==> src/design/drt_pkg.sv <==
// ----------------------------------------------------------------------------
// drt_pkg : shared types and constants for the distance-vector route table
// Field widths, mode codes, the classified command and its operation codes.
// ----------------------------------------------------------------------------
`default_nettype none

package drt_pkg;

	// default node count
	localparam int NODES_DEF = 16;

	// field widths
	localparam int MODE_W = 2;
	localparam int NODE_W = 4;
	localparam int DIST_W = 9;
	localparam int HOP_W  = 5;
	localparam int CNT_W  = 5;

	// mode codes on the input beat
	localparam logic [MODE_W-1:0] MODE_LINK  = 2'd0;
	localparam logic [MODE_W-1:0] MODE_BUILD = 2'd1;
	localparam logic [MODE_W-1:0] MODE_ADV   = 2'd2;
	localparam logic [MODE_W-1:0] MODE_READ  = 2'd3;

	// distance and hop codes
	localparam logic [DIST_W-1:0] DIST_UNREACH = 9'h1FF;
	localparam logic [DIST_W-1:0] DIST_ZERO    = 9'h000;
	localparam logic [DIST_W-1:0] DIST_ONE     = 9'h001;
	localparam logic [DIST_W-2:0] DIST_SAT     = 8'hFF;
	localparam logic [HOP_W-1:0]  HOP_NONE     = 5'h1F;
	localparam logic [CNT_W-1:0]  CNT_SAT      = 5'h1F;

	// operation after classification
	typedef enum logic [2:0] {
		OP_NOP,
		OP_MISS,
		OP_LINK,
		OP_BUILD,
		OP_ADV,
		OP_READ
	} op_t;

	// command passed from front to back
	typedef struct packed {
		op_t               op;
		logic [NODE_W-1:0] node_a;
		logic [NODE_W-1:0] node_b;
	} cmd_t;

endpackage

`default_nettype wire

==> src/design/drt_front.sv <==
// ----------------------------------------------------------------------------
// drt_front : input side of the route table
// Accepts beats, checks node range, turns each into a command and queues it.
// ----------------------------------------------------------------------------
`default_nettype none

module drt_front #(
	parameter int NODES = drt_pkg::NODES_DEF
) (
	input  wire logic                        clk,
	input  wire logic                        arst_n,
	input  wire logic                        in_valid,
	output logic                             in_ready,
	input  wire logic [drt_pkg::MODE_W-1:0]  mode,
	input  wire logic [drt_pkg::NODE_W-1:0]  node_a,
	input  wire logic [drt_pkg::NODE_W-1:0]  node_b,
	output logic                             cmd_valid,
	output drt_pkg::cmd_t                    cmd,
	input  wire logic                        cmd_pop
);

	localparam logic [1:0] QDEPTH = 2'd2;

	drt_pkg::cmd_t cmd_new;
	logic          nodes_ok;
	logic          push;
	logic          pop;

	drt_pkg::cmd_t cmd_mem_q [2];
	logic          wr_ptr_q;
	logic          rd_ptr_q;
	logic [1:0]    count_q;

	// classify the incoming beat
	always_comb begin
		nodes_ok = (32'(node_a) < NODES) && (32'(node_b) < NODES);
		cmd_new.node_a = node_a;
		cmd_new.node_b = node_b;
		unique case (mode)
			drt_pkg::MODE_LINK:  cmd_new.op = nodes_ok ? drt_pkg::OP_LINK : drt_pkg::OP_NOP;
			drt_pkg::MODE_BUILD: cmd_new.op = drt_pkg::OP_BUILD;
			drt_pkg::MODE_ADV:   cmd_new.op = nodes_ok ? drt_pkg::OP_ADV : drt_pkg::OP_NOP;
			drt_pkg::MODE_READ:  cmd_new.op = nodes_ok ? drt_pkg::OP_READ : drt_pkg::OP_MISS;
			default:             cmd_new.op = drt_pkg::OP_NOP;
		endcase
	end

	assign in_ready  = (count_q != QDEPTH);
	assign push      = in_valid && in_ready;
	assign cmd_valid = (count_q != 2'd0);
	assign pop       = cmd_pop && cmd_valid;
	assign cmd       = cmd_mem_q[rd_ptr_q];

	// two-entry command queue
	always_ff @(posedge clk or negedge arst_n) begin
		if (!arst_n) begin
			wr_ptr_q <= 1'b0;
			rd_ptr_q <= 1'b0;
			count_q  <= 2'd0;
		end else begin
			if (push) begin
				cmd_mem_q[wr_ptr_q] <= cmd_new;
				wr_ptr_q            <= ~wr_ptr_q;
			end
			if (pop) begin
				rd_ptr_q <= ~rd_ptr_q;
			end
			if (push && !pop) begin
				count_q <= count_q + 2'd1;
			end else if (pop && !push) begin
				count_q <= count_q - 2'd1;
			end
		end
	end

endmodule

`default_nettype wire

==> config.mk <==
export PLATFORM = sky130hd
export DESIGN_NAME = drt_front
export DESIGN_NICKNAME = d
export VERILOG_FILES = /design/src/design/drt_pkg.sv /design/src/design/drt_front.sv
export SDC_FILE = /design/constraint.sdc
export NUM_CORES = 1
export LEC_CHECK = 0
export ABC_CLOCK_PERIOD_IN_PS = 1600
export BUFFER_PORTS_ARGS = -buffer_cell sky130_fd_sc_hd__buf_2
export CAP_MARGIN = 20
export CORE_UTILIZATION = 40
export CTS_BUF_LIST = sky130_fd_sc_hd__clkbuf_16
export DETAILED_ROUTE_END_ITERATION = 12
export MAX_ROUTING_LAYER = met4
export PLACE_DENSITY = 0.66
export SYNTH_ARGS = -nofsm -noshare
export SYNTH_HDL_FRONTEND = slang
export SYNTH_SLANG_ARGS = --single-unit
export TNS_END_PERCENT = 30
==> constraint.sdc <==
create_clock -name clk -period 1.6 [get_ports clk]
set_input_delay 0.24 -clock clk [delete_from_list [all_inputs] [get_ports clk]]
set_output_delay 0.24 -clock clk [all_outputs]
set_load 0.005 [all_outputs]
==> results of run 1 <==
Yosys cell counts:
master,number
clkbuf_1,2
inv_1,2
nor2_1,3
nand3_1,1
and2_4,1
mux2_2,11
nand2_4,1
nand2b_4,1
xor2_1,2
buf_6,1
edfxtp_1,22
ha_1,1
dfrtp_1,4
or2_4,1
xnor2_1,3
flip-flops by register name, summed over array words and instances, names as in the netlist:
register,flops
rd_ptr_q,1
wr_ptr_q,1
count_q,2
cmd_mem_q,22
power groups by stage:
stage / clock [W] / sequential [W] / combinational (W)
floorplan: 0 / 0.000942 / 0.000450
finish: 0.000540 / 0.000933 / 0.000661
CTS: 0.000551 / 0.000934 / 0.000679
global route: 0.000577 / 0.000947 / 0.000728
detailed placement: 0 / 0.000946 / 0.000674
global placement: 0 / 0.000941 / 0.000660
through the flow:
stage | utilization (%) | hold slack, ns
floorplan | - | -0.0556
global placement | 51.9 | 0.0574
detailed placement | 51.9 | 0.0558
CTS | 55.7 | 0.169
global route | 55.7 | 0.164
finish | 55.7 | 0.171
metal layers:
layer  routed length [µm]  global-route usage (%)  vias up
li1                     -                       -      264
met2                  810                    19.4       13
met3                   62                    2.90        2
met4                    7                    6.58        0
met1                  598                    14.3      258
met5                    0                       -        -
how the worst min path moves through the flow:
stage | endpoint | from | depth (start not counted) | slack, ns
2_1_floorplan | count_q[0]$_DFFE_PN0P_ | arst_n | 0 | -0.06
3_3_place_gp | count_q[1]$_DFFE_PN0P_ | arst_n | 1 | 0.06
3_5_place_dp | count_q[0]$_DFFE_PN0P_ | arst_n | 1 | 0.06
4_1_cts | cmd_mem_q[1][1]$_DFFE_PP_ | node_b[1] | 1 | 0.17
5_1_grt | cmd_mem_q[0][1]$_DFFE_PP_ | node_b[1] | 1 | 0.16
6_report | cmd_mem_q[1][7]$_DFFE_PP_ | node_a[3] | 1 | 0.17
final cells by class:
cell class              instances  area (µm²)
flip-flops and latches         26         761
inverters                       2        7.51
repair buffers                 31         170
fillers                       199        1030
multi-input cells              25         239
well taps                      28        35.0
clock inverters                 1        3.75
clock buffers                   3        75.1
worst register-to-register path: cells and delay by family, from the launching register on:
kind                       cells  cell delay [ns]
xor gates and xnor gates       1             0.14
adders and majority gates      1             0.32
DFF                            1             0.42
and+or+nand+nor                3             0.45
cells by family after synthesis:
group | after synthesis
flops | 26
mux | 11
simple gates | 8
xor+xnor | 5
buf+inv | 5
fa+ha+maj | 1
==> results.txt, run 1 <==
status -> complete, no violations
first-pass GRT wire length -> 2210 µm
most frequent cells in the layout -> buf_2 (26), edfxtp_1 (22), mux2_2 (11), dfrtp_1 (4), buf_4 (4)
slowest stage cell on the critical path -> mux2_2
clock slew at reported path FFs -> 0.06 ns
crit path capture -> cmd[9]
final hold vios -> 0
CTS tree -> done
sequential-to-total area share from yosys stat -> 74.1%
layout cells sized above 1 -> 54.5%
synth top area cells -> edfxtp_1 (64%), mux2_2 (12%), dfrtp_1 (9.8%)
Die Y -> 52.6 µm
Layout area overhead -> 25.9%
Final period util -> 91.7%
diode count -> 0
starting density of the core -> 44.3%
reg-to-reg critical path startpoint -> count_q[0]$_DFFE_PN0P_
Final setup viols -> 0
Port Buffers -> 26
CTS buffer count -> 3
Critical Path RT -> 1.36 ns
Comb power frac -> 31.0%
fin crit period -> 1.47 ns
Hold Crit Class -> in -> reg
final slew viol count -> 0
Die Area -> 0.00277 mm²
Remaining Overflow, GRT -> 0
WP data arrival -> 1.23 ns
cells on worst reg2reg path -> 5
H-tree depth -> 1
placed cell area -> 0.00120 mm²
complex-gate fraction of the synthesized area -> 0%
Syn. warnings -> 0
Pwr Total -> 0.00213 W
layout net count -> 104
critical-path cell list -> buf_4, mux2_2, buf_2
unrepaired setup endpoints after global routing -> no
switching pwr -> 0.000549 W
Yosys top cell by area -> edfxtp_1
crit-path max cell delay -> 0.35 ns
net count after synthesis -> 71
Worst Path Buf+Inv -> 2
number of gates resized after CTS -> 0
internal cell power -> 0.00159 W
dpl cells -> 111
Rel. slew slack -> 87.5%
max cap viols -> 0
routed len/inst -> 12.7 µm
pre-CTS setup slack -> 0.180 ns
Setup Buffers After CTS -> 0
vias in the first global route -> 516
clock root buffer -> clkbuf_16
switch share -> 25.7%
commonest non-fill, non-tap cell in the layout -> buf_2
crit-path leading delay family -> multiplexers
CP Launch Type -> register
gr usage total -> 12.2%
peak supply drop -> 855 µV
worst setup path startpoint -> rd_ptr_q$_DFFE_PN0P_
io pins -> 27
Non-Filler Instances -> 116
flop-to-flop setup slack -> 0.19 ns
Mapped Cells -> 56
post-synth top area share -> 64.4%
Clk pwr share -> 25.3%
PwrDens -> 1650 mW/mm²
Final WS setup -> 0.132 ns
TritonRoute pass-1 iters -> 3
crit path capture type -> output pin
main combinational cell family by area after synthesis -> multiplexers
Seq pwr share -> 43.7%
instance count on the critical path -> 3
total negative slack -> 0 ns
clock buffer depth -> 2
hold buffers post-CTS -> 1
FF-to-FF End -> count_q[1]$_DFFE_PN0P_
final WL -> 1480 µm
cell row count -> 17
post-route cell area -> 0.00129 mm²
Worst-Margin Slew -> 0.188 ns
Setup CP Type -> reg -> out
GP Congestion -> 0.649
Post-Syn Area per Cell -> 18.3 µm²
simple-gate share of the synthesized area -> 5.73%
clk sinks -> 26
Routed Antenna Nets -> 0
vias per cell -> 4.63
Yosys cell types -> 15
die width -> 52.6 µm
static leakage -> 0.519 nW
initial antenna violation count -> 0
Synth Cell Area -> 0.00103 mm²
Yosys reg bits -> 26
Fmax -> 681 MHz
Iter 0 DRT Violations -> 4
Via Count -> 537
Clock Latency Late Sink -> 0.26 ns
DRC -> 0
largest net degree at the start of global routing -> 15
Synth Area in Adders -> 1.22%
Core Region -> 0.00232 mm²
post-synthesis mux area share -> 12.1%
Clock Skew -> 0.00538 ns
CP Max Fanout -> 7
post-synthesis xor/xnor area fraction -> 4.27%
Note: power is estimated with default switching activity, not from simulation.
==> inputs of run 2 (changes only) <==
- ABC_CLOCK_PERIOD_IN_PS: 1600 -> 1190
- SLEW_MARGIN: default -> 20
- clock period: 1.6 -> 1.19 ns (I/O delays scaled with it)
==> results.txt, run 2 (synthesis gave the netlist of run 1 again) <==
Die Y -> 52.6 µm (unchanged)
reg-to-reg critical path startpoint -> count_q[1]$_DFFE_PN0P_
Via Count -> 590 (+9.9%)
final hold vios -> 0 (unchanged)
io pins -> 27 (unchanged)
routed len/inst -> 14.2 µm (+11%)
Critical Path RT -> 1.01 ns (-0.35 ns)
first-pass GRT wire length -> 2640 µm (+19%)
fin crit period -> 1.41 ns
CP Max Fanout -> 7 (unchanged)
TritonRoute pass-1 iters -> 4 (+1)
DRC -> 0 (unchanged)
Hold Crit Class -> in -> reg
most frequent cells in the layout -> edfxtp_1 (22), buf_6 (15), buf_2 (14), mux2_4 (11), buf_4 (7)
Rel. slew slack -> 88.3% (+0.76 points)
H-tree depth -> 1 (unchanged)
WP data arrival -> 1.23 ns (about the same)
CTS tree -> done
Fmax -> 712 MHz
internal cell power -> 0.00262 W (+66%)
worst setup path startpoint -> rd_ptr_q$_DFFE_PN0P_
pre-CTS setup slack -> -0.172 ns (-0.352 ns)
FF-to-FF End -> count_q[1]$_DFFE_PN0P_
worst hold slack -> 0.109 ns (-0.0619 ns)
final slew viol count -> 0 (unchanged)
CP Launch Type -> register
Die Area -> 0.00277 mm² (unchanged)
cells on worst reg2reg path -> 6 (+1)
clock slew at reported path FFs -> 0.06 ns (about the same)
final WL -> 1760 µm (+19%)
Layout area overhead -> 52.0%
CTS buffer count -> 3 (unchanged)
starting density of the core -> 44.3% (unchanged)
Biggest register -> cmd_mem_q
Worst-Margin Slew -> 0.176 ns (-0.0116 ns)
hold_sp -> node_a[2]
clk sinks -> 26 (unchanged)
Clock Latency Late Sink -> 0.25 ns (about the same)
Port Buffers -> 26 (unchanged)
largest net degree at the start of global routing -> 15 (unchanged)
initial antenna violation count -> 0 (unchanged)
unrepaired setup endpoints after global routing -> yes
gr usage total -> 14.3% (+2.1 points)
hold worst-path end -> cmd_mem_q[0][6]$_DFFE_PP_
Final setup viols -> 36 (+36)
Comb power frac -> 44.4% (+13 points)
Remaining Overflow, GRT -> 0 (unchanged)
static leakage -> 0.650 nW (+25%)
PwrDens -> 2290 mW/mm² (+39%)
commonest non-fill, non-tap cell in the layout -> edfxtp_1
max FFs per register -> 22 (unchanged)
Iter 0 DRT Violations -> 15 (+11)
biggest regs -> cmd_mem_q (22), count_q (2)
switch share -> 26.5% (+0.80 points)
cell row count -> 17 (unchanged)
Core Region -> 0.00232 mm² (unchanged)
failing checks -> setup timing
clock buffer depth -> 2 (unchanged)
Clock Skew -> 0.00214 ns (-0.00324 ns)
max cap viols -> 0 (unchanged)
diode count -> 0 (unchanged)
Final WS setup -> -0.215 ns (-0.347 ns)
flop-to-flop setup slack -> -0.18 ns (-0.37 ns)
vias in the first global route -> 575 (+11%)
layout cells sized above 1 -> 64.6% (+10 points)
switching pwr -> 0.000947 W (+73%)
clock root buffer -> clkbuf_16
Routed Antenna Nets -> 0 (unchanged)
Setup CP Type -> reg -> out
crit path capture type -> output pin
hpwl dp -> 1230 µm
peak supply drop -> 1320 µV (+54%)
layout net count -> 112 (+7.7%)
Fillers -> 168 (-16%)
status -> finished, violations left
WHS Path Cells -> 1 (unchanged)
Final period util -> 118%
Pwr Total -> 0.00357 W (+67%)
vias per cell -> 4.76 (+2.8%)
Clk pwr share -> 20.3% (-5.0 points)
die width -> 52.6 µm (unchanged)
GP Congestion -> 0.740 (+14%)
Seq pwr share -> 35.3% (-8.4 points)
run 2: power groups by stage:
stage | clock network [W] | registers (W) | logic [W]
global route | 0.000781 | 0.00128 | 0.00169
floorplan | 0 | 0.00127 | 0.000655
CTS | 0.000747 | 0.00126 | 0.00141
global placement | 0 | 0.00126 | 0.00108
finish | 0.000726 | 0.00126 | 0.00159
detailed placement | 0 | 0.00127 | 0.00111
run 2: what timing repair did:
action / in CTS / in global routing
hold buffers: 1 / 0
endpoints found under the hold margin: 4 / 0
endpoints found under the setup margin: 36 / 36
pin swaps: 2 / 2
buffers inserted: 0 / 3
gates resized for setup: 23 / 6
run 2: critical path, cell delays in order (launching register included):
cell and delay, ns:
dfrtp_1 0.40, buf_6 0.16, mux2_4 0.30, buf_6 0.12
run 2: worst max path at each step:
stage	endpoint	slack [ns]	depth (start not counted)
floorplan	count_q[1]$_DFFE_PN0P_	-0.13	6
global placement	count_q[1]$_DFFE_PN0P_	-0.11	6
detailed placement	count_q[1]$_DFFE_PN0P_	-0.17	6
CTS	cmd[2]	-0.22	3
global route	cmd[2]	-0.26	3
finish	cmd[2]	-0.22	3
run 2: through the flow:
stage          utilization (%)  TNS [ns]  area (µm²)  std cells
2_1_floorplan                -     -1.07        1060         56
3_3_place_gp              56.0    -0.368        1300        116
3_5_place_dp              56.0    -0.924        1300        116
4_1_cts                   64.7     -2.53        1500        121
5_1_grt                   67.2     -5.93        1560        124
6_report                  67.2     -3.68        1560        124
run 2: layer usage:
layer | vias to the layer above | GRT usage (%) | share of wire, %
li1 | 277 | - | -
met1 | 288 | 17.6 | 43
met2 | 21 | 21.5 | 51
met3 | 4 | 3.77 | 4.2
met4 | 0 | 7.89 | 1.2
met5 | - | - | 0
run 2: cell type report:
cell class	instances	area (µm²)	area share, %
clock inverter	1	3.75	0.241
clock buffer	3	75.1	4.82
multi-input combinational	25	335	21.5
timing repair buffer	39	342	21.9
sequential	26	761	48.8
tap	28	35.0	2.25
inverter	2	7.51	0.482
